## src/lgc_pkg.sv

```systemverilog
// ----------------------------------------------------------------------------
// lgc_pkg: shared types and constants of the ground cell classifier
// Holds the geometry constants, derived datapath widths, register indexes,
// reset values and the state types of the control and arithmetic units.
// ----------------------------------------------------------------------------
package lgc_pkg;

	// Range image geometry and coordinate width.
	localparam int SCAN_ROWS   = 16;
	localparam int MAX_COLUMNS = 4096;
	localparam int COORD_BITS  = 20;

	localparam int ROW_W   = $clog2(SCAN_ROWS);
	localparam int COL_W   = 12;
	localparam int COL_TOP = ((MAX_COLUMNS - 1) < 4095) ? (MAX_COLUMNS - 1) : 4095;
	localparam logic [COL_W-1:0] COL_TOP_C = COL_W'(COL_TOP);
	localparam logic [ROW_W-1:0] LAST_ROW  = ROW_W'(SCAN_ROWS - 1);

	// Datapath widths derived from the coordinate width.
	localparam int DW    = COORD_BITS + 1;   // difference vector component
	localparam int MUL_W = DW + 1;           // signed multiplier operand
	localparam int NW    = 2 * DW + 1;       // signed normal component
	localparam int MW    = 2 * DW;           // normal component magnitude
	localparam int SZW   = 4 * DW;           // one squared component
	localparam int LW    = SZW + 2;          // squared normal length
	localparam int SQW   = 32;               // squared slope limit
	localparam int RW    = LW + SQW;         // scaled length
	localparam int LHW   = SZW + SQW;        // scaled squared z component

	// Configuration registers.
	localparam int GR_W   = 4;
	localparam int SL_W   = 16;
	localparam int RISE_W = 19;
	localparam int CFG_W  = 19;
	localparam int CIDX_W = 2;

	typedef enum logic [CIDX_W-1:0] {
		CFG_GROUND_ROWS = 2'd0,
		CFG_SLOPE_LIMIT = 2'd1,
		CFG_RISE_LIMIT  = 2'd2
	} cfg_idx_t;

	localparam logic [GR_W-1:0]   GROUND_ROWS_RST = 4'd8;
	localparam logic [SL_W-1:0]   SLOPE_RST       = 16'd52429;
	localparam logic [SQW-1:0]    SLOPE_SQ_RST    = SQW'(SLOPE_RST) * SQW'(SLOPE_RST);
	localparam logic [RISE_W-1:0] RISE_RST        = 19'd100;

	typedef struct packed {
		logic signed [COORD_BITS-1:0] x;
		logic signed [COORD_BITS-1:0] y;
		logic signed [COORD_BITS-1:0] z;
	} point_t;

	typedef struct packed {
		logic [GR_W-1:0]   ground_rows;
		logic [SQW-1:0]    slope_sq;
		logic [RISE_W-1:0] rise_limit;
	} cfg_t;

	typedef struct packed {
		logic done;
		logic ground;
	} test_res_t;

	typedef enum logic [2:0] {
		ST_IDLE, ST_READ, ST_START, ST_TEST, ST_OWN, ST_PREV, ST_CUR, ST_DONE
	} ctl_state_t;

	typedef enum logic [2:0] {
		U_IDLE, U_CROSS, U_CDRAIN, U_ABS, U_SQ, U_SDRAIN, U_SCALE, U_CMP
	} unit_state_t;

endpackage

```

## src/lgc_point_mem.sv

```systemverilog
// ----------------------------------------------------------------------------
// lgc_point_mem: last point of every scan row
// One write port and two registered read ports; a read of the entry being
// written returns the old contents.
// ----------------------------------------------------------------------------
module lgc_point_mem import lgc_pkg::*; (
	input  logic             clk,
	input  logic             we,
	input  logic [ROW_W-1:0] waddr,
	input  point_t           wdata,
	input  logic [ROW_W-1:0] raddr_a,
	input  logic [ROW_W-1:0] raddr_b,
	output point_t           rd_a_q,
	output point_t           rd_b_q
);

	point_t mem_q [SCAN_ROWS];

	// Read first, then write.
	always_ff @(posedge clk) begin
		rd_a_q <= mem_q[raddr_a];
		rd_b_q <= mem_q[raddr_b];
		if (we) begin
			mem_q[waddr] <= wdata;
		end
	end

endmodule

```

## config.mk

```make
export PLATFORM = sky130hd
export DESIGN_NAME = lgc_point_mem
export DESIGN_NICKNAME = d
export VERILOG_FILES = /design/src/lgc_pkg.sv /design/src/lgc_point_mem.sv
export SDC_FILE = /design/constraint.sdc
export NUM_CORES = 1
export LEC_CHECK = 0
export BUFFER_PORTS_ARGS = -buffer_cell sky130_fd_sc_hd__buf_2
export CAP_MARGIN = 20
export CELL_PAD_IN_SITES_DETAIL_PLACEMENT = 1
export CELL_PAD_IN_SITES_GLOBAL_PLACEMENT = 1
export CORE_MARGIN = 2
export CORE_UTILIZATION = 50
export CTS_CLUSTER_SIZE = 30
export DETAILED_ROUTE_END_ITERATION = 10
export PLACE_DENSITY_LB_ADDON = 0.15
export SLEW_MARGIN = 20
export SYNTH_ARGS = -nofsm -noshare
export SYNTH_HDL_FRONTEND = slang
export SYNTH_SLANG_ARGS = --single-unit
```

## constraint.sdc

```tcl
create_clock -name clk -period 9.3 [get_ports clk]
set_clock_uncertainty 0.2 [all_clocks]
set_input_delay 2.79 -clock clk [delete_from_list [all_inputs] [get_ports clk]]
set_output_delay 2.79 -clock clk [all_outputs]
set_load 0.02 [all_outputs]
```

==> results of run 1 <==
-- cells by family (layout without fill, tap and decap cells) --
logic type | count (synthesis) | in the layout
flops | 1080 | 1080
mux | 480 | 480
compound gates | 240 | 240
simple gates | 151 | 151
other cells | 0 | 2
buf+inv | 162 | 460
-- critical path: cells and delay by family --
family	cells	cell delay, ns
AO/OA/AOI/OAI	1	0.23
multiplexers	1	0.59
buffers and inverters	2	1.49
AND/OR/NAND/NOR	1	0.08
-- final cells by class --
| type | count | area (um2) | area share [%] |
|---|---|---|---|
| Timing Repair Buffer | 249 | 1480 | 2.87 |
| Clock buffer | 151 | 3110 | 6.05 |
| Antenna cell | 2 | 5.00 | 0.00974 |
| Sequential cell | 1080 | 31200 | 60.8 |
| Multi-Input combinational cell | 871 | 13400 | 26.0 |
| Tap cell | 1176 | 1470 | 2.86 |
| Clock inverter | 60 | 713 | 1.39 |
-- synth_stat cells --
library cell  number
a22oi_1          240
and2_1             2
buf_1             32
buf_2             41
buf_4              8
buf_6             20
clkbuf_1          61
dfxtp_1          120
edfxtp_1         960
mux4_2           480
nand2_1          121
nand2b_1           2
nand3_1            1
nand3b_1           2
nor2_1            14
nor2b_1            4
nor3_1             4
or3b_1             1
-- through the flow --
| step | total power [W] | hold WS (ns) | instances | utilization (%) | area (um2) |
|---|---|---|---|---|---|
| global route | 0.0113 | 0.523 | 3588 | 57.2 | 51400 |
| floorplan | 0.00612 | 0.455 | 2113 | - | 45300 |
| CTS | 0.0111 | 0.496 | 3587 | 57.2 | 51400 |
| detailed placement | 0.00646 | 0.484 | 3376 | 52.9 | 47600 |
| finish | 0.0110 | 0.494 | 3589 | 57.2 | 51400 |
| global placement | 0.00643 | 0.474 | 3376 | 52.9 | 47600 |
-- per-layer routing --
| layer | GRT usage, % | routed length [um] |
|---|---|---|
| met5 | 0 | 100 |
| met4 | 8.93 | 3890 |
| met3 | 5.19 | 9240 |
| met2 | 46.7 | 63800 |
| met1 | 35.5 | 47300 |
-- registers in the layout, indices dropped and copies added (netlist names) --
register  flops
rd_b_q       60
mem_q       960
rd_a_q       60
-- final timing paths --
path                endpoint  slack (ns)  cells past startpoint
setup / recovery  rd_a_q[44]        4.25                      5
hold / removal    rd_b_q[51]        0.49                      3
hold reg to reg   rd_b_q[51]        0.49                      3
setup reg to reg  rd_a_q[24]        7.64                      3
-- power breakdown --
group	leakage [nW]	switching, W	total, W	internal, W
Combinational	5.22	0.000510	0.000852	0.000342
Sequential	9.68	0.0000706	0.00550	0.00543
Clock	1.88	0.00185	0.00464	0.00278
Total	16.8	0.00244	0.0110	0.00855
==> flow_metrics.tcl, run 1 <==
set metrics [dict create \
    place_congestion 0.742 \
    initial_core_util_pct 50.4 \
    synth_compound_area_share_pct 3.98 \
    power.leakage_nw 16.8 \
    synthXorXnorAreaFrac_pct 0 \
    crit_type "input pin to flop" \
    crit_start "raddr_a[0]" \
    syn-num-nets 2187 \
    post_cts_buffers 0 \
    ys_types 18 \
    maxCapViolations 0 \
    cp_max_fo 73 \
    die_w_um 305 \
    synth_top_area_share_pct 63.7 \
    die_h_um 305 \
    htreeDepth 3 \
    critPathSlowestCell "buf_4" \
    pre_cts_ws_ns 3.54 \
    syn-instance-count 2113 \
    num_io_pins 194 \
    drt-initial-drc-count 2388 \
    wirelength_um 124000 \
    grt_pass1_wl_um 183000 \
    grt_max_degree 92 \
    yosys.area_share.simple_pct 1.34 \
    min-delay-start "mem_q[14][51]" \
    dr.pass1.iters 5 \
    synth-adder-area-share_pct 0 \
    core_um2 89900 \
    final_common_cell "edfxtp_1" \
    tightest_slew_ns 1.12 \
    cts_root_buffer "clkbuf_16" \
    endpoint_kind "flop" \
    antenna_found_initial 13 \
    fmax_mhz 198 \
    fp.dieArea_um2 93000 \
    drc 0 \
    layout.nets 2387 \
    min_period_ns 5.05 \
    cts_tree "done" \
    hold_buffers 0 \
    grt_overflow_total 0 \
    startpoint_type "input pin" \
    path_clk_slew_ns 0.06 \
    final_cell_mix "edfxtp_1, mux4_2, a22oi_1, buf_2, nand2_1" \
    slew_headroom_pct 25.1 \
    netlist_area_um2 45300 \
    vias 23900 \
    wl_per_cell_um 34.6 \
    worst_path_largest_cell_delay_ns 0.86 \
    cts_buffer_depth 3 \
    setup_ws_ns 4.25 \
    synthMuxAreaShare_pct 23.9 \
    hold_path_class "flop to flop" \
    min_period_over_period_pct 54.3 \
    cp_cell_sequence "buf_8, buf_4, mux4_2, a22oi_1, nand2_1" \
    vias_per_cell 6.67 \
    insertion_delay_ns 0.67 \
    status "finished, final reports clean" \
    worst_ep_arrival_time_ns 5.40 \
    finalSetupViolCount 0 \
    drv_slew 0 \
    ys_top_cells_by_area "edfxtp_1, mux4_2, dfxtp_1, a22oi_1, nand2_1" \
    synth-seq-cells 1080 \
    ys_warn_count 0 \
    numPortBuffers 193 \
    fin_setup_tns_ns 0 \
    synth_top_family_by_area "multiplexers" \
    synth_area_per_cell_um2 21.4 \
    ant_nets 0 \
    ys_seq_area_share_pct 69.0 \
    r2r_start "mem_q[8][24]" \
    num_rows 110 \
    rsz0062_at_grt "false" \
    cts_buffers 111 \
    required_ns 9.65 \
    post-synth-top-area-cell "edfxtp_1" \
    grt_pass1_vias 26700 \
    hpwl_um 64300 \
    syn_to_final_growth_pct 13.5 \
    ir_worst_vdd_mv 0.148 \
    cellPowerDensity_nw_per_um2 214 \
    grt_usage_pct 27.3 \
    finalHoldViolations 0 \
    fill_cells 7584 \
    post_cts_resized 0 \
    cts.sinks 1080 \
    drive_gt1_share_pct 38.6 \
]
Power figures use the tool's default switching activity.
==> run 2, diff against run 1 <==
- clock period: 9.3 -> 5.3 ns (I/O delays scaled with it)
==> flow_metrics.tcl, run 2 (synthesis results as in run 1) <==
set metrics [dict create \
    cts.sinks 1080 \
    status "finished, final reports clean" \
    fmax_mhz 298 \
    drt-initial-drc-count 2471 \
    power.leakage_nw 17.0 \
    num_rows 110 \
    place_congestion 0.738 \
    endpoint_kind "flop" \
    grt_overflow_total 0 \
    grt_usage_pct 27.0 \
    die_h_um 305 \
    htreeDepth 3 \
    drc 0 \
    vias_per_cell 6.66 \
    pre_cts_ws_ns 1.25 \
    hpwl_um 67500 \
    fin_util_pct 57.8 \
    min_period_over_period_pct 63.3 \
    wl_met2_um 61800 \
    fin_setup_tns_ns 0 \
    die_w_um 305 \
    insertion_delay_ns 0.69 \
    crit_type "input pin to flop" \
    setup_ws_ns 1.94 \
    ir_worst_vdd_mv 0.276 \
    worst_ep_arrival_time_ns 3.51 \
    hold_buffers 0 \
    final_common_cell "edfxtp_1" \
    drv_slew 0 \
    maxCapViolations 0 \
    largest_reg_flops 960 \
    finalHoldViolations 0 \
    wl_per_cell_um 34.2 \
    grt_max_degree 73 \
    largest_registers "mem_q x960, rd_a_q x60, rd_b_q x60" \
    path_clk_slew_ns 0.06 \
    tightest_slew_ns 1.03 \
    rsz0062_at_grt "false" \
    final_cell_mix "edfxtp_1, mux4_2, a22oi_1, buf_2, nand2_1" \
    wl_met3_um 8880 \
    startpoint_type "input pin" \
    grt_pass1_wl_um 182000 \
    wirelength_um 123000 \
    hold_path_class "flop to flop" \
    cts_root_buffer "clkbuf_16" \
    cts_tree "done" \
    cts_buffer_depth 3 \
    numPortBuffers 193 \
    slew_headroom_pct 31.1 \
    cellPowerDensity_nw_per_um2 365 \
    wirelength_met1_um 50100 \
    syn_to_final_growth_pct 14.7 \
    max_flop_register "mem_q" \
    post_cts_resized 0 \
    cp_max_fo 16 \
    initial_core_util_pct 50.4 \
    num_io_pins 194 \
    post_cts_buffers 0 \
    highest_layer "met5" \
    dr.pass1.iters 7 \
    vias 24000 \
    layout.nets 2409 \
    antenna_found_initial 10 \
    finalSetupViolCount 0 \
    required_ns 5.45 \
    power_w 0.0190 \
    drive_gt1_share_pct 38.7 \
    cts_buffers 112 \
    min_period_ns 3.36 \
    dp_cells 3396 \
    layout.cells.non_filler 3612 \
    grt_pass1_vias 26500 \
    fp.dieArea_um2 93000 \
    core_um2 89900 \
    ant_nets 0 \
]
## run 2: changes by cell type in the layout (fill, tap and decap cells not counted), sizes merged
cell | previous run | this run
buf | 249 | 270
bufinv | 16 | 6
clkbuf | 151 | 160
clkinv | 36 | 42
clkinvlp | 4 | 0
diode | 2 | 4
inv | 4 | 3
## run 2: layer usage
layer  up-vias  global-route usage [%]
met2      1032                    44.3
li1       9676                       -
met5         -                       0
met4        16                    7.23
met1     13100                    38.1
met3       189                    4.30
## run 2: area by class of cell
type | instances | area [um2]
multi-input cells | 871 | 13400
fillers | 7522 | 37900
well taps | 1176 | 1470
repair buffers | 270 | 2180
diodes | 4 | 10.0
clock inverters | 51 | 400
flip-flops and latches | 1080 | 31200
clock buffers | 160 | 3240
## run 2: report_power, final
part | switching, W | internal [W]
Combinational | 0.000898 | 0.000634
Sequential | 0.000127 | 0.00953
Clock | 0.00327 | 0.00451
## run 2: per-stage QoR
step	instance area (um2)	hold WS (ns)
after floorplan	45300	0.455
after global placement	48300	0.474
after detailed placement	48300	0.486
after CTS	51900	0.497
after global routing	51900	0.527
final	51900	0.492
## run 2: worst paths after layout
| kind | from | endpoint | slack (ns) | cells past startpoint |
|---|---|---|---|---|
| worst max-delay path | waddr[2] | mem_q[1][1] | 1.94 | 4 |
| worst min-delay path | mem_q[12][0] | rd_a_q[0] | 0.49 | 3 |
| worst max register to register | mem_q[3][55] | rd_a_q[55] | 3.65 | 3 |
| worst min register to register | mem_q[12][0] | rd_a_q[0] | 0.49 | 3 |
## run 2: critical path, stage by stage
cell and delay [ns]:
buf_2 0.11, or3b_1 0.55, nor2_4 0.80, buf_4 0.42
