$ cat src/lgc_pkg.sv
// ----------------------------------------------------------------------------
// lgc_pkg: shared types and constants of the ground cell classifier
// Holds the geometry constants, derived datapath widths, register indexes,
// reset values and the state types of the control and arithmetic units.
// ----------------------------------------------------------------------------
package lgc_pkg;

	// Range image geometry and coordinate width.
	localparam int SCAN_ROWS   = 16;
	localparam int MAX_COLUMNS = 4096;
	localparam int COORD_BITS  = 20;

	localparam int ROW_W   = $clog2(SCAN_ROWS);
	localparam int COL_W   = 12;
	localparam int COL_TOP = ((MAX_COLUMNS - 1) < 4095) ? (MAX_COLUMNS - 1) : 4095;
	localparam logic [COL_W-1:0] COL_TOP_C = COL_W'(COL_TOP);
	localparam logic [ROW_W-1:0] LAST_ROW  = ROW_W'(SCAN_ROWS - 1);

	// Datapath widths derived from the coordinate width.
	localparam int DW    = COORD_BITS + 1;   // difference vector component
	localparam int MUL_W = DW + 1;           // signed multiplier operand
	localparam int NW    = 2 * DW + 1;       // signed normal component
	localparam int MW    = 2 * DW;           // normal component magnitude
	localparam int SZW   = 4 * DW;           // one squared component
	localparam int LW    = SZW + 2;          // squared normal length
	localparam int SQW   = 32;               // squared slope limit
	localparam int RW    = LW + SQW;         // scaled length
	localparam int LHW   = SZW + SQW;        // scaled squared z component

	// Configuration registers.
	localparam int GR_W   = 4;
	localparam int SL_W   = 16;
	localparam int RISE_W = 19;
	localparam int CFG_W  = 19;
	localparam int CIDX_W = 2;

	typedef enum logic [CIDX_W-1:0] {
		CFG_GROUND_ROWS = 2'd0,
		CFG_SLOPE_LIMIT = 2'd1,
		CFG_RISE_LIMIT  = 2'd2
	} cfg_idx_t;

	localparam logic [GR_W-1:0]   GROUND_ROWS_RST = 4'd8;
	localparam logic [SL_W-1:0]   SLOPE_RST       = 16'd52429;
	localparam logic [SQW-1:0]    SLOPE_SQ_RST    = SQW'(SLOPE_RST) * SQW'(SLOPE_RST);
	localparam logic [RISE_W-1:0] RISE_RST        = 19'd100;

	typedef struct packed {
		logic signed [COORD_BITS-1:0] x;
		logic signed [COORD_BITS-1:0] y;
		logic signed [COORD_BITS-1:0] z;
	} point_t;

	typedef struct packed {
		logic [GR_W-1:0]   ground_rows;
		logic [SQW-1:0]    slope_sq;
		logic [RISE_W-1:0] rise_limit;
	} cfg_t;

	typedef struct packed {
		logic done;
		logic ground;
	} test_res_t;

	typedef enum logic [2:0] {
		ST_IDLE, ST_READ, ST_START, ST_TEST, ST_OWN, ST_PREV, ST_CUR, ST_DONE
	} ctl_state_t;

	typedef enum logic [2:0] {
		U_IDLE, U_CROSS, U_CDRAIN, U_ABS, U_SQ, U_SDRAIN, U_SCALE, U_CMP
	} unit_state_t;

endpackage

$ cat src/lgc_normal.sv
// ----------------------------------------------------------------------------
// lgc_normal: surface normal slope test of one cell
// Forms the cross product with one shared multiplier, squares the components
// in half-width pieces, scales the length by the squared slope limit with a
// serial shift-add and compares.
// ----------------------------------------------------------------------------
module lgc_normal import lgc_pkg::*; (
	input  logic      clk,
	input  logic      arst_n,
	input  logic      start,
	input  point_t    lo,
	input  point_t    up,
	input  point_t    rt,
	input  cfg_t      cfg,
	output test_res_t res
);

	localparam int RCW = (DW > RISE_W) ? DW : RISE_W;

	unit_state_t state_q, state_d;

	logic signed [DW-1:0] dx_q, dy_q, dz_q, rx_q, ry_q, rz_q;
	logic [1:0] comp_q, part_q;
	logic issue, last_cross, last_sq;

	logic signed [MUL_W-1:0]   mul_a, mul_b;
	logic signed [2*MUL_W-1:0] prod_s1;
	logic                      op_v_s1, op_sq_s1;
	logic [1:0]                op_comp_s1, op_part_s1;

	logic signed [NW-1:0] nx_q, ny_q, nz_q, prodc;
	logic [MW-1:0]        mx_q, my_q, mz_q, msel;
	logic                 nonzero_q;
	logic [2*DW-1:0]      p2;
	logic [LW-1:0]        term, len_q;
	logic [SZW-1:0]       sz_q;
	logic [RW-1:0]        acc_q;
	logic [4:0]           bit_q;
	logic [DW-1:0]        rabs;
	logic                 rise_ok, slope_ok;

	// Next state.
	always_comb begin
		state_d = state_q;
		case (state_q)
			U_IDLE:   if (start) state_d = U_CROSS;
			U_CROSS:  if (last_cross) state_d = U_CDRAIN;
			U_CDRAIN: state_d = U_ABS;
			U_ABS:    state_d = U_SQ;
			U_SQ:     if (last_sq) state_d = U_SDRAIN;
			U_SDRAIN: state_d = U_SCALE;
			U_SCALE:  if (bit_q == 5'd0) state_d = U_CMP;
			U_CMP:    state_d = U_IDLE;
			default:  state_d = U_IDLE;
		endcase
	end

	// Control outputs.
	always_comb begin
		issue      = (state_q == U_CROSS) || (state_q == U_SQ);
		last_cross = (state_q == U_CROSS) && (comp_q == 2'd2) && (part_q == 2'd1);
		last_sq    = (state_q == U_SQ) && (comp_q == 2'd2) && (part_q == 2'd2);
	end

	always_ff @(posedge clk or negedge arst_n) begin
		if (!arst_n) begin
			state_q <= U_IDLE;
			comp_q  <= 2'd0;
			part_q  <= 2'd0;
			op_v_s1 <= 1'b0;
		end else begin
			state_q <= state_d;
			op_v_s1 <= issue;
			if (issue) begin
				if (last_cross || last_sq) begin
					comp_q <= 2'd0;
					part_q <= 2'd0;
				end else if ((state_q == U_CROSS && part_q == 2'd1) ||
					(state_q == U_SQ && part_q == 2'd2)) begin
					comp_q <= comp_q + 2'd1;
					part_q <= 2'd0;
				end else begin
					part_q <= part_q + 2'd1;
				end
			end
		end
	end

	// Multiplier operand selection.
	always_comb begin
		case (comp_q)
			2'd0:    msel = mx_q;
			2'd1:    msel = my_q;
			default: msel = mz_q;
		endcase
		mul_a = '0;
		mul_b = '0;
		if (state_q == U_CROSS) begin
			case ({comp_q, part_q})
				4'b0000: begin mul_a = MUL_W'(dy_q); mul_b = MUL_W'(rz_q); end
				4'b0001: begin mul_a = MUL_W'(dz_q); mul_b = MUL_W'(ry_q); end
				4'b0100: begin mul_a = MUL_W'(dz_q); mul_b = MUL_W'(rx_q); end
				4'b0101: begin mul_a = MUL_W'(dx_q); mul_b = MUL_W'(rz_q); end
				4'b1000: begin mul_a = MUL_W'(dx_q); mul_b = MUL_W'(ry_q); end
				default: begin mul_a = MUL_W'(dy_q); mul_b = MUL_W'(rx_q); end
			endcase
		end else begin
			case (part_q)
				2'd0: begin
					mul_a = $signed({1'b0, msel[MW-1:DW]});
					mul_b = $signed({1'b0, msel[MW-1:DW]});
				end
				2'd1: begin
					mul_a = $signed({1'b0, msel[MW-1:DW]});
					mul_b = $signed({1'b0, msel[DW-1:0]});
				end
				default: begin
					mul_a = $signed({1'b0, msel[DW-1:0]});
					mul_b = $signed({1'b0, msel[DW-1:0]});
				end
			endcase
		end
	end

	// Accumulation terms from the registered product.
	always_comb begin
		prodc = NW'($signed(prod_s1[2*DW-1:0]));
		p2    = prod_s1[2*DW-1:0];
		case (op_part_s1)
			2'd0:    term = LW'(p2) << (2 * DW);
			2'd1:    term = LW'(p2) << (DW + 1);
			default: term = LW'(p2);
		endcase
	end

	// Final checks: rise bound and the scaled slope comparison.
	always_comb begin
		rabs     = rz_q[DW-1] ? DW'(-rz_q) : DW'(rz_q);
		rise_ok  = RCW'(rabs) < RCW'(cfg.rise_limit);
		slope_ok = {{(RW-LHW){1'b0}}, sz_q, {SQW{1'b0}}} > acc_q;
	end

	assign res.done   = (state_q == U_CMP);
	assign res.ground = (state_q == U_CMP) && nonzero_q && rise_ok && slope_ok;

	// Datapath registers.
	always_ff @(posedge clk) begin
		prod_s1    <= mul_a * mul_b;
		op_sq_s1   <= (state_q == U_SQ);
		op_comp_s1 <= comp_q;
		op_part_s1 <= part_q;

		if (state_q == U_IDLE && start) begin
			dx_q <= DW'(up.x) - DW'(lo.x);
			dy_q <= DW'(up.y) - DW'(lo.y);
			dz_q <= DW'(up.z) - DW'(lo.z);
			rx_q <= DW'(rt.x) - DW'(lo.x);
			ry_q <= DW'(rt.y) - DW'(lo.y);
			rz_q <= DW'(rt.z) - DW'(lo.z);
		end

		// Cross product components, then squared length and squared z.
		if (op_v_s1 && !op_sq_s1) begin
			case (op_comp_s1)
				2'd0:    nx_q <= (op_part_s1 == 2'd0) ? prodc : nx_q - prodc;
				2'd1:    ny_q <= (op_part_s1 == 2'd0) ? prodc : ny_q - prodc;
				default: nz_q <= (op_part_s1 == 2'd0) ? prodc : nz_q - prodc;
			endcase
		end
		if (state_q == U_ABS) begin
			mx_q      <= nx_q[NW-1] ? MW'(-nx_q) : MW'(nx_q);
			my_q      <= ny_q[NW-1] ? MW'(-ny_q) : MW'(ny_q);
			mz_q      <= nz_q[NW-1] ? MW'(-nz_q) : MW'(nz_q);
			nonzero_q <= (nx_q != '0) || (ny_q != '0) || (nz_q != '0);
			len_q     <= '0;
			sz_q      <= '0;
		end else if (op_v_s1 && op_sq_s1) begin
			len_q <= len_q + term;
			if (op_comp_s1 == 2'd2) begin
				sz_q <= sz_q + SZW'(term);
			end
		end

		// Serial scaling of the length, most significant limit bit first.
		if (state_q == U_SDRAIN) begin
			acc_q <= '0;
			bit_q <= 5'd31;
		end else if (state_q == U_SCALE) begin
			acc_q <= (acc_q << 1) + (cfg.slope_sq[bit_q] ? RW'(len_q) : '0);
			bit_q <= bit_q - 5'd1;
		end
	end

	a_start_idle: assert property (@(posedge clk) disable iff (!arst_n)
		start |-> (state_q == U_IDLE))
		else $error("cell test started while busy");
	a_done_pulse: assert property (@(posedge clk) disable iff (!arst_n)
		res.done |=> !res.done)
		else $error("test result held for more than one cycle");
	a_zero_normal: assert property (@(posedge clk) disable iff (!arst_n)
		(res.done && res.ground) |-> nonzero_q)
		else $error("zero normal classified as ground");

endmodule

$ cat config.mk
export PLATFORM = sky130hd
export DESIGN_NAME = lgc_normal
export DESIGN_NICKNAME = d
export VERILOG_FILES = /design/src/lgc_pkg.sv /design/src/lgc_normal.sv
export SDC_FILE = /design/constraint.sdc
export NUM_CORES = 2
export LEC_CHECK = 0
export BUFFER_PORTS_ARGS = -buffer_cell sky130_fd_sc_hd__buf_2
export CAP_MARGIN = 20
export CORE_MARGIN = 2
export CORE_UTILIZATION = 59
export DETAILED_ROUTE_END_ITERATION = 8
export GPL_TIMING_DRIVEN = 0
export HOLD_SLACK_MARGIN = 0.03
export PLACE_DENSITY = 0.79
export SETUP_SLACK_MARGIN = 0.05
export SLEW_MARGIN = 15
export SYNTH_ARGS = -nofsm -noshare
export SYNTH_HDL_FRONTEND = slang
export SYNTH_SLANG_ARGS = --single-unit
$ cat constraint.sdc
create_clock -name clk -period 8.8 [get_ports clk]
set_input_delay 0 -clock clk [delete_from_list [all_inputs] [get_ports clk]]
set_output_delay 0 -clock clk [all_outputs]
set_load 0.1 [all_outputs]
==> out/results.ini <==
[run_status]
status=complete, but fails checks
violations=setup timing

[synth]
synth_seq_cells=730
netlist_top_cells_area=edfxtp_1, fa_1, ha_1
syn_inst=9275
syn_area_um2=77420
post-synth-top-count-cell=nand2_1
ys_warn_count=0
synth.avg_cell_area_um2=8.347
yosysTopAreaCell=edfxtp_1
synthDominantCellAreaShare_pct=14.82
synth_edf_count=382
synth_nets=10750
synthTopCellsByCount=nand2_1, inv_1, a21oi_1
yosysUniqueCellTypes=90
async_flop_share_pct=1.096
synth-main-ff-cell=edfxtp_1
ys_seq_area_share_pct=23.87

[finish]
final_nets=11560
seqCellArea_um2=18480
fillers=9939
area_growth_pct=18.48
multiInputGateArea_um2=56030
drive_above_1_share_pct=10.52
fin_cells=11920
fin_util_pct=70.66

[drt]
wirelength_um=318500
vias=78520
dr.pass1.iters=9
via_per_inst=6.589
drc=0
dr.first_iter.drc_count=11080
wl_per_cell_um=26.72
ant_nets=0

[worst_hold_path]
min_path_type=in -> reg
min_from=lo[50]
whs_endpoint=rx_q[10]$_DFFE_PP_
hold_depth=5

[job]
max-cap-violations=0

[place]
hpwl_um=239400
place.gp.congestion=1.087
io_buffers=235
place_inst=11280
dp_worst_setup_slack_ns=-2.909

[critical_path]
rr_startpoint=state_q[1]$_DFFE_PN0P_
ff2ff_path_depth=31
crit_fanout=10
rrSetupSlack_ns=-0.36
cp-startpoint=state_q[1]$_DFFE_PN0P_
timing.critical_path.mode_cell=fa_1
critPathCaptureType=register
critPathKind=reg -> reg
cp.arrival_ns=9.77
slowest_stage=fa_1
crit_path_max_incr_delay_ns=0.60
startpoint_type=register
reg2reg_to=prod_s1[39]$_DFF_P_
cp.required_ns=9.41

[sta]
relSlewSlack_pct=15.34
clock.fmax_ghz=0.1092
setup_ws_ns=-0.3602
fin_crit_sh_pct=104.1
whs_ns=0.06099
setup_viol=7
tightest_slew_ns=1.267
rsz0062_at_grt=true
slew_violations=0
hold_viol_final=0
fin_skew_ns=0.07603
min_period_ns=9.160

[die]
die_w_um=366.2
initial_utilization_pct=59.64
die_h_um=366.2
rows=132
io_pins=240
core-area_um2=129800
dieArea_um2=134100

[global_routing]
grt_max_degree=61
overflow=0
antenna_found_initial=36
grt_pass1_vias=74600
grt_usage_pct=45.96
grt_pass1_wl_um=466100

[pwr]
total_power_w=0.01173
clockPowerShare_pct=34.8
swShare_pct=34.31
p_leak_nw=40.99
pwr-share-seq_pct=35.1
ir_drop_mv=0.1479
p_int_w=0.007709
power_switching_w=0.004026
combPwrFrac_pct=30.1
powerDensity_nw_per_um2=127.9

[clock_network]
cts_tree=done
clk_pin_slew_ns=0.06
cts-root-buf=clkbuf_16
clock_latency_ns=0.75
clockBufferDepth=3
clock_sinks=730
cts.htree.levels=3
cts_buffers=88

[layout make-up]
type                    count  area share, %
plain buffers             362          2.301
flip-flops and latches    730          20.15
repair buffers            728          6.696
multi-input cells        7225          61.08
diodes                     23        0.06275
clock buffers             104          2.555
clock inverters            58         0.8962
inverters                 945          3.881
well taps                1742          2.376
[power by group through the flow]
stage               clock network (W)  logic (W)  registers [W]
floorplan                           0    0.00236        0.00409
global placement                    0    0.00308        0.00416
detailed placement                  0    0.00315        0.00418
CTS                           0.00406    0.00337        0.00411
global route                  0.00419    0.00386        0.00414
finish                        0.00409    0.00353        0.00411
[repair_timing]
item | 4_1_cts | 5_1_grt
cloned | 4 | 2
resized for setup | 493 | 206
setup buffers | 107 | 63
pin swaps | 90 | 127
hold endpoints to repair | 158 | 0
setup endpoints to repair | 38 | 42
hold buffers | 293 | 0
[flip-flops by register name (all words and copies together), names as in the netlist, 2 cells and up]
register and count:
part_q 2, sz_q 84, bit_q 5, len_q 86, ry_q 21, nx_q 43
rx_q 21, nz_q 43, my_q 42, prod_s1 42, ny_q 43, dz_q 21
mz_q 42, state_q 3, acc_q 118, comp_q 2, dy_q 21, mx_q 42
dx_q 21, op_comp_s1 2, rz_q 21, op_part_s1 2
[logic make-up after synthesis]
kind of cell | count (synthesis) | synth area share (%)
xor+xnor | 618 | 6.991
buf+inv | 1320 | 6.413
flops | 730 | 23.87
simple gates | 2856 | 17.10
mux | 59 | 0.9293
fa+ha+maj | 1238 | 24.83
compound gates | 2454 | 19.87
[placed cells by master (no fill, tap or decap), types with 84 or more instances in the layout]
master / synthesis / routed
nand3_1: 151 / 150
a21o_1: 292 / 292
dfxtp_1: 340 / 340
ha_1: 741 / 718
a21oi_1: 792 / 719
clkbuf_1: 343 / 243
buf_2: 2 / 250
fa_1: 497 / 478
nand2b_1: 129 / 128
nor2_1: 640 / 618
o31ai_1: 86 / 84
nor3_1: 119 / 118
inv_1: 942 / 917
dlygate4sd3_1: 0 / 293
nand4_1: 125 / 125
buf_4: 2 / 148
o21ai_0: 548 / 546
clkbuf_16: 0 / 100
xnor2_1: 442 / 440
xor2_1: 176 / 174
nand2_1: 1157 / 1137
nor2b_1: 181 / 176
edfxtp_1: 382 / 382
[critical path, delay by kind of cell, from the launching register on]
| kind | cells | cell delay (ns) |
|---|---|---|
| fa+ha+maj | 7 | 3.30 |
| compound gates | 9 | 2.64 |
| buf+inv | 7 | 1.24 |
| simple gates | 7 | 1.10 |
| flops | 1 | 0.56 |
| xor+xnor | 1 | 0.16 |
[per-stage QoR]
stage / TNS, ns / area [µm²]
detailed placement: -50.60 / 81250
CTS: -0.6733 / 90470
global route: -2.272 / 91670
floorplan: 0 / 77470
finish: -1.544 / 91720
global placement: -81.86 / 80820
[how the worst max path moves through the flow]
| stage | endpoint | slack (ns) |
|---|---|---|
| 6_report | prod_s1[39]$_DFF_P_ | -0.36 |
| 5_1_grt | prod_s1[39]$_DFF_P_ | -0.47 |
| 4_1_cts | prod_s1[41]$_DFF_P_ | -0.18 |
| 3_5_place_dp | prod_s1[40]$_DFF_P_ | -2.91 |
| 3_3_place_gp | prod_s1[40]$_DFF_P_ | -3.07 |
| 2_1_floorplan | prod_s1[39]$_DFF_P_ | 0.04 |
[layer usage]
metal  vias up  GRT usage, %  part of all wire, %
met5         -        0.5342                 0.13
met4        38         26.73                  7.3
met3      1566         16.60                   14
met2      5484         66.98                   42
met1     37520         58.54                   37
li1      33910             -                    -
(Power assumes the default switching activity.)
