## src/lgc_pkg.sv

```systemverilog
// ----------------------------------------------------------------------------
// lgc_pkg: shared types and constants of the ground cell classifier
// Holds the geometry constants, derived datapath widths, register indexes,
// reset values and the state types of the control and arithmetic units.
// ----------------------------------------------------------------------------
package lgc_pkg;

	// Range image geometry and coordinate width.
	localparam int SCAN_ROWS   = 16;
	localparam int MAX_COLUMNS = 4096;
	localparam int COORD_BITS  = 20;

	localparam int ROW_W   = $clog2(SCAN_ROWS);
	localparam int COL_W   = 12;
	localparam int COL_TOP = ((MAX_COLUMNS - 1) < 4095) ? (MAX_COLUMNS - 1) : 4095;
	localparam logic [COL_W-1:0] COL_TOP_C = COL_W'(COL_TOP);
	localparam logic [ROW_W-1:0] LAST_ROW  = ROW_W'(SCAN_ROWS - 1);

	// Datapath widths derived from the coordinate width.
	localparam int DW    = COORD_BITS + 1;   // difference vector component
	localparam int MUL_W = DW + 1;           // signed multiplier operand
	localparam int NW    = 2 * DW + 1;       // signed normal component
	localparam int MW    = 2 * DW;           // normal component magnitude
	localparam int SZW   = 4 * DW;           // one squared component
	localparam int LW    = SZW + 2;          // squared normal length
	localparam int SQW   = 32;               // squared slope limit
	localparam int RW    = LW + SQW;         // scaled length
	localparam int LHW   = SZW + SQW;        // scaled squared z component

	// Configuration registers.
	localparam int GR_W   = 4;
	localparam int SL_W   = 16;
	localparam int RISE_W = 19;
	localparam int CFG_W  = 19;
	localparam int CIDX_W = 2;

	typedef enum logic [CIDX_W-1:0] {
		CFG_GROUND_ROWS = 2'd0,
		CFG_SLOPE_LIMIT = 2'd1,
		CFG_RISE_LIMIT  = 2'd2
	} cfg_idx_t;

	localparam logic [GR_W-1:0]   GROUND_ROWS_RST = 4'd8;
	localparam logic [SL_W-1:0]   SLOPE_RST       = 16'd52429;
	localparam logic [SQW-1:0]    SLOPE_SQ_RST    = SQW'(SLOPE_RST) * SQW'(SLOPE_RST);
	localparam logic [RISE_W-1:0] RISE_RST        = 19'd100;

	typedef struct packed {
		logic signed [COORD_BITS-1:0] x;
		logic signed [COORD_BITS-1:0] y;
		logic signed [COORD_BITS-1:0] z;
	} point_t;

	typedef struct packed {
		logic [GR_W-1:0]   ground_rows;
		logic [SQW-1:0]    slope_sq;
		logic [RISE_W-1:0] rise_limit;
	} cfg_t;

	typedef struct packed {
		logic done;
		logic ground;
	} test_res_t;

	typedef enum logic [2:0] {
		ST_IDLE, ST_READ, ST_START, ST_TEST, ST_OWN, ST_PREV, ST_CUR, ST_DONE
	} ctl_state_t;

	typedef enum logic [2:0] {
		U_IDLE, U_CROSS, U_CDRAIN, U_ABS, U_SQ, U_SDRAIN, U_SCALE, U_CMP
	} unit_state_t;

endpackage

```

## src/lgc_cfg.sv

```systemverilog
// ----------------------------------------------------------------------------
// lgc_cfg: configuration registers
// Takes register writes and keeps the squared slope limit ready for the
// ground test.
// ----------------------------------------------------------------------------
module lgc_cfg import lgc_pkg::*; (
	input  logic              clk,
	input  logic              arst_n,
	input  logic              cfg_valid,
	output logic              cfg_ready,
	input  logic [CIDX_W-1:0] cfg_index,
	input  logic [CFG_W-1:0]  cfg_data,
	output cfg_t              cfg
);

	logic [GR_W-1:0]   ground_rows_q;
	logic [SL_W-1:0]   slope_q;
	logic [SQW-1:0]    slope_sq_q;
	logic [RISE_W-1:0] rise_q;

	// Every write transfer is taken at once.
	assign cfg_ready = 1'b1;

	// Register writes; the squared slope follows in the next cycle.
	always_ff @(posedge clk or negedge arst_n) begin
		if (!arst_n) begin
			ground_rows_q <= GROUND_ROWS_RST;
			slope_q       <= SLOPE_RST;
			slope_sq_q    <= SLOPE_SQ_RST;
			rise_q        <= RISE_RST;
		end else begin
			slope_sq_q <= {{(SQW-SL_W){1'b0}}, slope_q} * {{(SQW-SL_W){1'b0}}, slope_q};
			if (cfg_valid) begin
				case (cfg_idx_t'(cfg_index))
					CFG_GROUND_ROWS: ground_rows_q <= cfg_data[GR_W-1:0];
					CFG_SLOPE_LIMIT: slope_q       <= cfg_data[SL_W-1:0];
					CFG_RISE_LIMIT:  rise_q        <= cfg_data[RISE_W-1:0];
					default: ;
				endcase
			end
		end
	end

	assign cfg.ground_rows = ground_rows_q;
	assign cfg.slope_sq    = slope_sq_q;
	assign cfg.rise_limit  = rise_q;

endmodule

```

## config.mk

```make
export PLATFORM = sky130hd
export DESIGN_NAME = lgc_cfg
export DESIGN_NICKNAME = d
export VERILOG_FILES = /design/src/lgc_pkg.sv /design/src/lgc_cfg.sv
export SDC_FILE = /design/constraint.sdc
export NUM_CORES = 1
export LEC_CHECK = 0
export ABC_AREA = 1
export BUFFER_PORTS_ARGS = -buffer_cell sky130_fd_sc_hd__buf_4
export CAP_MARGIN = 20
export CORE_MARGIN = 1
export CORE_UTILIZATION = 60
export DETAILED_ROUTE_END_ITERATION = 8
export PLACE_DENSITY_LB_ADDON = 0.3
export SYNTH_ARGS = -nofsm -noshare
export SYNTH_HDL_FRONTEND = slang
export SYNTH_SLANG_ARGS = --single-unit
export TNS_END_PERCENT = 20
```

## constraint.sdc

```tcl
create_clock -name clk -period 12.8 [get_ports clk]
set_clock_uncertainty 0.05 [all_clocks]
set_input_delay 1.28 -clock clk [delete_from_list [all_inputs] [get_ports clk]]
set_output_delay 1.28 -clock clk [all_outputs]
set_load 0.05 [all_outputs]
```

==> results.cfg, run 1 <==
[status]
status = complete, no violations

[route]
drc = 0
drt-initial-drc-count = 462
viasPerCell = 4.952
num_vias = 7894
wl_mm = 22.61
first_pass_iters = 5
ant_nets = 0
wl_per_cell_um = 14.19

[worst_setup_path]
endpoint_kind = flip-flop
critPathLaunchType = flip-flop
path_buf_inv = 7
reg2reg_depth = 22
worstPathCellList = nand2_1, inv_1, fa_1, inv_1, fa_1, inv_1, fa_1, inv_1, fa_1, inv_1, fa_1, inv_1, fa_1, inv_1, ha_1, nand2_2, nor2_2, nand3_1, nand3_2, nand2_2, nand3_1, nand2_1
slowest_delay_ns = 0.67
cp_common_cell = inv_1
crit_fanout = 18
critPathRequiredTime_ns = 12.99
worstSetupPathType = reg2reg
cp.arrival_ns = 5.90
crit_family = adder cells
cp_num_cells = 22
slowest_stage = dfrtp_1

[cells_and_area]
multi_input_area_um2 = 6969
insertedDiodeCount = 0
nFillCells = 1373
layout-drive-gt1-share_pct = 11.28
fin_nets = 1657
stdcell_area_um2 = 11420
register_area_um2 = 1789
syn2layout_area_growth_pct = 9.657

[synth]
ys_seq_area_share_pct = 17.18
syn_nets = 1608
synth_seq_cells = 70
ys_types = 27
synth_area_um2 = 10420
ys_warn_count = 0
synth.avg_cell_area_um2 = 7.892
netlist_instances = 1320

[clocking]
post_cts_buffers = 0
root_buffer = clkbuf_16
numCtsBuffers = 9
cts_resized = 0
cts_buffer_depth = 2
htreeDepth = 3
cts_num_sinks = 70
cts.clk_slew.worst_paths_ns = 0.07
insertion_delay_ns = 0.35
cts_tree = yes
cts_hold_buffers = 0

[job]
drv_cap = 0

[placed_design]
port_buffers = 77
dp_slack_ns = 7.153
dpl.hpwl_mm = 18.23
gp_congestion = 0.9561
dpl_cell_area_um2 = 11100

[global_route]
first_global_vias = 8597
grt_pass1_wl_mm = 40.53
grt_max_degree = 71
grtUsageTotal_pct = 28.86
antenna_found_initial = 0
grt_overflow_total = 0

[timing]
slew_violations = 0
tightest_slew_ns = 1.026
rsz0062_at_grt = false
hold_viol_final = 0
final.setup.tns_ns = 0
finalSetupViolCount = 0
fin_crit_ns = 5.715
finalCritPeriodShare_pct = 44.65
maxSlewHeadroom_pct = 31.38
max_freq_mhz = 175.0
finalWorstSetupSlack_ns = 7.085

[min_path]
min_delay_path_depth = 2
hold_path.class = reg2reg

[die]
start_util_pct = 62.16
fp.dieW_um = 133.8
die_h_um = 133.8
die_area_um2 = 17890
ioPinCount = 80
rows = 47
core_um2 = 16760
[cell usage after synthesis]
library cell	count	area [um^2]
inv_1	397	1490
fa_1	162	3243
dfrtp_1	40	1001
nand2_1	354	1329
nor2_2	6	37.54
buf_2	9	45.04
nor3_1	1	5.000
xnor2_1	5	43.79
o21bai_1	3	22.52
nand3_1	34	170.2
nand4_1	4	25.02
clkbuf_1	28	105.1
buf_1	1	3.750
a31o_2	1	8.760
dfstp_2	30	788.3
conb_1	2	7.510
xor2_1	22	192.7
a21o_1	1	7.510
ha_1	102	1276
buf_4	2	15.01
nand3_2	6	60.06
nor2_1	38	142.6
a21oi_1	18	90.09
or2_2	3	18.77
nand2_2	12	75.07
o21ai_0	36	180.2
mux2_2	3	33.78
[through the flow]
stage               hold slack [ns]  std cells  util [%]
floorplan                    0.3033       1320         -
global placement             0.4173       1577     66.24
detailed placement           0.4247       1577     66.24
CTS                          0.4392       1593     68.07
global route                 0.4625       1594     68.16
finish                       0.4331       1594     68.16
[cells by family (layout without fill, tap and decap cells)]
family                     Yosys count  after routing  share of synthesized area (%)
buffers and inverters              437            491                          15.93
muxes                                3              3                         0.3243
and+or+nand+nor                    458            458                          17.88
adders and majority gates          264            264                          43.38
xor gates and xnor gates            27             27                          2.270
DFF                                 70             70                          17.18
other                                2              2                        0.07209
AOI/OAI and AO/OA                   59             59                          2.967
[worst paths after layout]
kind,startpoint,end,slack (ns)
worst max-delay path,slope_q[8],slope_sq_q[30],7.09
worst min-delay path,ground_rows_q[0],ground_rows_q[0],0.43
worst max register to register,slope_q[8],slope_sq_q[30],7.09
worst min register to register,ground_rows_q[0],ground_rows_q[0],0.43
max in group asynchronous,arst_n,slope_sq_q[15],11.09
min in group asynchronous,arst_n,ground_rows_q[0],1.01
[state kept, by name, indices dropped and copies added (netlist names)]
register       cells
slope_sq_q        31
slope_q           16
ground_rows_q      4
rise_q            19
[cell type report]
class | count | share of cell area (%)
Tap cell | 220 | 2.410
Clock inverter | 7 | 0.7119
Multi-Input combinational cell | 813 | 61.01
Clock buffer | 9 | 1.972
Inverter | 397 | 13.04
Sequential cell | 70 | 15.66
Timing Repair Buffer | 78 | 5.192
[layer usage]
metal  global-route usage [%]  wire (um)
met5                        0          0
met4                    7.891        393
met3                    5.822       1632
met2                    46.57      10480
met1                    39.70      10110
[layout by cell type (no fill, tap or decap), drive strengths merged]
cell	count
fa	162
nand3	40
dfstp	30
inv	399
buf	78
xor2	22
conb	2
clkinvlp	1
ha	102
clkbuf	9
a21o	1
nor3	1
o21bai	3
a21oi	18
nor2	44
bufinv	1
o21ai	36
nand2	366
xnor2	5
nand4	4
dfrtp	40
a31o	1
clkinv	3
or2	3
mux2	3
[worst reg2reg max path, delay by kind of cell, from the launching register on]
family        cells  cell delay, ns
fa+ha+maj         7            3.43
buf+inv           7            0.39
flops             1            0.67
simple gates      8            1.06
Power of run 1 is not shown: default switching activity piles up to over one toggle a cycle in this logic, so the estimate is an artifact.
==> run 2: changes to the inputs <==
--- a/config.mk
+++ b/config.mk
@@ -5,11 +5,11 @@
 export SDC_FILE = /design/constraint.sdc
 export NUM_CORES = 1
 export LEC_CHECK = 0
-export ABC_AREA = 1
+export ABC_AREA = 0
 export BUFFER_PORTS_ARGS = -buffer_cell sky130_fd_sc_hd__buf_4
 export CAP_MARGIN = 20
 export CORE_MARGIN = 1
-export CORE_UTILIZATION = 60
+export CORE_UTILIZATION = 57
 export DETAILED_ROUTE_END_ITERATION = 8
 export PLACE_DENSITY_LB_ADDON = 0.3
 export SYNTH_ARGS = -nofsm -noshare
==> constraint.sdc (replaced) <==
create_clock -name clk -period 4.6 [get_ports clk]
set_clock_uncertainty 0.05 [all_clocks]
set_input_delay 0.46 -clock clk [delete_from_list [all_inputs] [get_ports clk]]
set_output_delay 0.46 -clock clk [all_outputs]
set_load 0.05 [all_outputs]
==> run 2 against run 1 <==
Net effect: design area up 14%; wire length rose by 26%; the flow now finishes with violations (negative setup slack); register-to-register slack worse by 8.2 ns; critical path type unchanged; setup slack worse by 8.2 ns; fmax shrank 0.37%.
==> results.cfg, run 2 <==
[status]
status = finished, violations left
violations = negative setup slack

[global_route]
antenna_found_initial = 1
top_usage_layer = met2
grtUsageMet1_pct = 39.75
grt_overflow_total = 0
grt_max_degree = 71
gr-usage-met3_pct = 5.367
grtUsageTotal_pct = 32.34
first_global_vias = 8857
grt_pass1_wl_mm = 44.02
met2_usage_pct = 55.12

[timing]
finalCritPeriodShare_pct = 124.7
finalWorstSetupSlack_ns = -1.136
rsz0062_at_grt = true
max_freq_mhz = 174.3
final.setup.tns_ns = -20.57
tightest_slew_ns = 1.182
finalSetupViolCount = 24
hold_viol_final = 0
maxSlewHeadroom_pct = 20.99
fin_crit_ns = 5.736
slew_violations = 0
fin_hold_ws_ns = 0.1852

[worst_setup_path]
endpoint_kind = flip-flop
cp.arrival_ns = 5.94
crit_fanout = 4
r2r_slack_ns = -1.14
reg2reg_depth = 18
rr_startpoint = slope_q[6]
worstSetupPathType = reg2reg
critPathLaunchType = flip-flop
worstReg2RegEnd = slope_sq_q[31]
critPathRequiredTime_ns = 4.81

[route]
num_vias = 8169
drc = 0
wl_per_cell_um = 19.05
drt-initial-drc-count = 503
ant_nets = 0
wl_mm = 28.44
viasPerCell = 5.472
first_pass_iters = 5

[job]
drv_cap = 0

[clocking]
numCtsBuffers = 9
cts.clk_slew.worst_paths_ns = 0.06
cts_hold_buffers = 0
cts_num_sinks = 70
htreeDepth = 3
root_buffer = clkbuf_16
cts_tree = yes
cts_buffer_depth = 2
insertion_delay_ns = 0.35

[synth]
syn_nets = 1296
ys_seq_area_share_pct = 18.06
async_flop_share_pct = 100.0
synthTopCellsByArea = fa_1 33%, ha_1 13%, dfrtp_1 10%, inv_1 9.7%, dfstp_2 8.0%
ys_warn_count = 0
synth_edf_count = 0
netlist_instances = 1008
ys_top_cells_by_count = 255 x inv_1, 162 x fa_1, 102 x ha_1, 94 x nand2_1
synth_area_um2 = 9908
synth_top_area_share_pct = 32.73
ys_types = 60
yosys.area.top_type = fa_1
synth_seq_cells = 70
synth.most_common_cell = inv_1
synth.avg_cell_area_um2 = 9.830
yosys_most_used_dff = dfrtp_1

[placed_design]
dp.cells = 1441
port_buffers = 77
gp_congestion = 0.8971
dpl.hpwl_mm = 20.16
dpl_cell_area_um2 = 12060

[die]
core_um2 = 16760
start_util_pct = 59.12
rows = 47
die_area_um2 = 17910
fp.dieW_um = 133.8
ioPinCount = 80
die_h_um = 133.8

[cells_and_area]
top_regs = slope_sq_q x31, rise_q x19, slope_q x16
nFillCells = 1003
fin_cells = 1493
fin_nets = 1554
layout-drive-gt1-share_pct = 38.39
syn2layout_area_growth_pct = 31.46
layout_commonest_cell = buf_4
largest_register = slope_sq_q
stdcell_area_um2 = 13030
largest_register_ffs = 31
final_cell_mix = 261 x buf_4, 234 x inv_1, 157 x fa_1

[min_path]
hold_path.class = in2async
[run 2: area by class of cell]
class | count | area, um^2 | share of cell area, %
clock buffers | 9 | 225.2 | 1.729
repair buffers | 282 | 2226 | 17.09
flip-flops and latches | 70 | 1794 | 13.78
diodes | 2 | 5.005 | 0.03842
inverters | 255 | 957.2 | 7.349
clock inverters | 7 | 63.81 | 0.4899
well taps | 220 | 275.3 | 2.113
multi-input cells | 648 | 7478 | 57.42
[run 2: cells by family after synthesis]
family	Yosys count	share of synthesized area, %
adders and majority gates	264	45.61
xor gates and xnor gates	38	3.359
buffers and inverters	290	11.26
other	2	0.07580
AOI/OAI and AO/OA	95	6.946
DFF	70	18.06
and+or+nand+nor	208	10.04
muxes	41	4.647
[run 2: metal layers]
layer | vias to the layer above | routed length (um)
met3 | 125 | 1871
met4 | 0 | 1595
met2 | 382 | 14310
met1 | 4076 | 10670
met5 | - | 0
li1 | 3586 | -
[run 2: worst max path at each step]
| stage | cells past startpoint | start | slack [ns] | endpoint |
|---|---|---|---|---|
| after floorplan | 18 | slope_q[11] | -0.77 | slope_sq_q[31] |
| after global placement | 19 | slope_q[9] | -1.04 | slope_sq_q[31] |
| after detailed placement | 20 | slope_q[8] | -1.17 | slope_sq_q[31] |
| after CTS | 23 | slope_q[3] | -1.04 | slope_sq_q[28] |
| after global routing | 18 | slope_q[6] | -1.33 | slope_sq_q[31] |
| final | 18 | slope_q[6] | -1.14 | slope_sq_q[31] |
[run 2: critical path, cell delays in order (launching register included)]
cell and delay, ns:
dfstp_2 0.63, buf_6 0.15, nand2_1 0.12, fa_1 0.55, inv_1 0.06, fa_1 0.47, fa_1 0.56, fa_2 0.44
fa_1 0.50, inv_1 0.07, fa_1 0.52, inv_1 0.09, ha_4 0.30, nand4_1 0.15, or3_1 0.36, o211a_4 0.17
o22ai_4 0.16, nor4b_1 0.07, a311oi_1 0.21
[run 2: repair_timing]
item	in CTS	in global routing
cloned	0	0
resized for setup	66	46
pin swaps	58	26
endpoints found under the setup margin	24	25
buffers inserted	26	7
[run 2: metrics by stage]
step	utilization, %	worst slack, ns
final	77.72	-1.136
after global routing	77.69	-1.327
after CTS	76.32	-1.040
after floorplan	-	-0.7654
after global placement	71.93	-1.045
after detailed placement	71.93	-1.168
Power of run 2 is left out for the same reason.
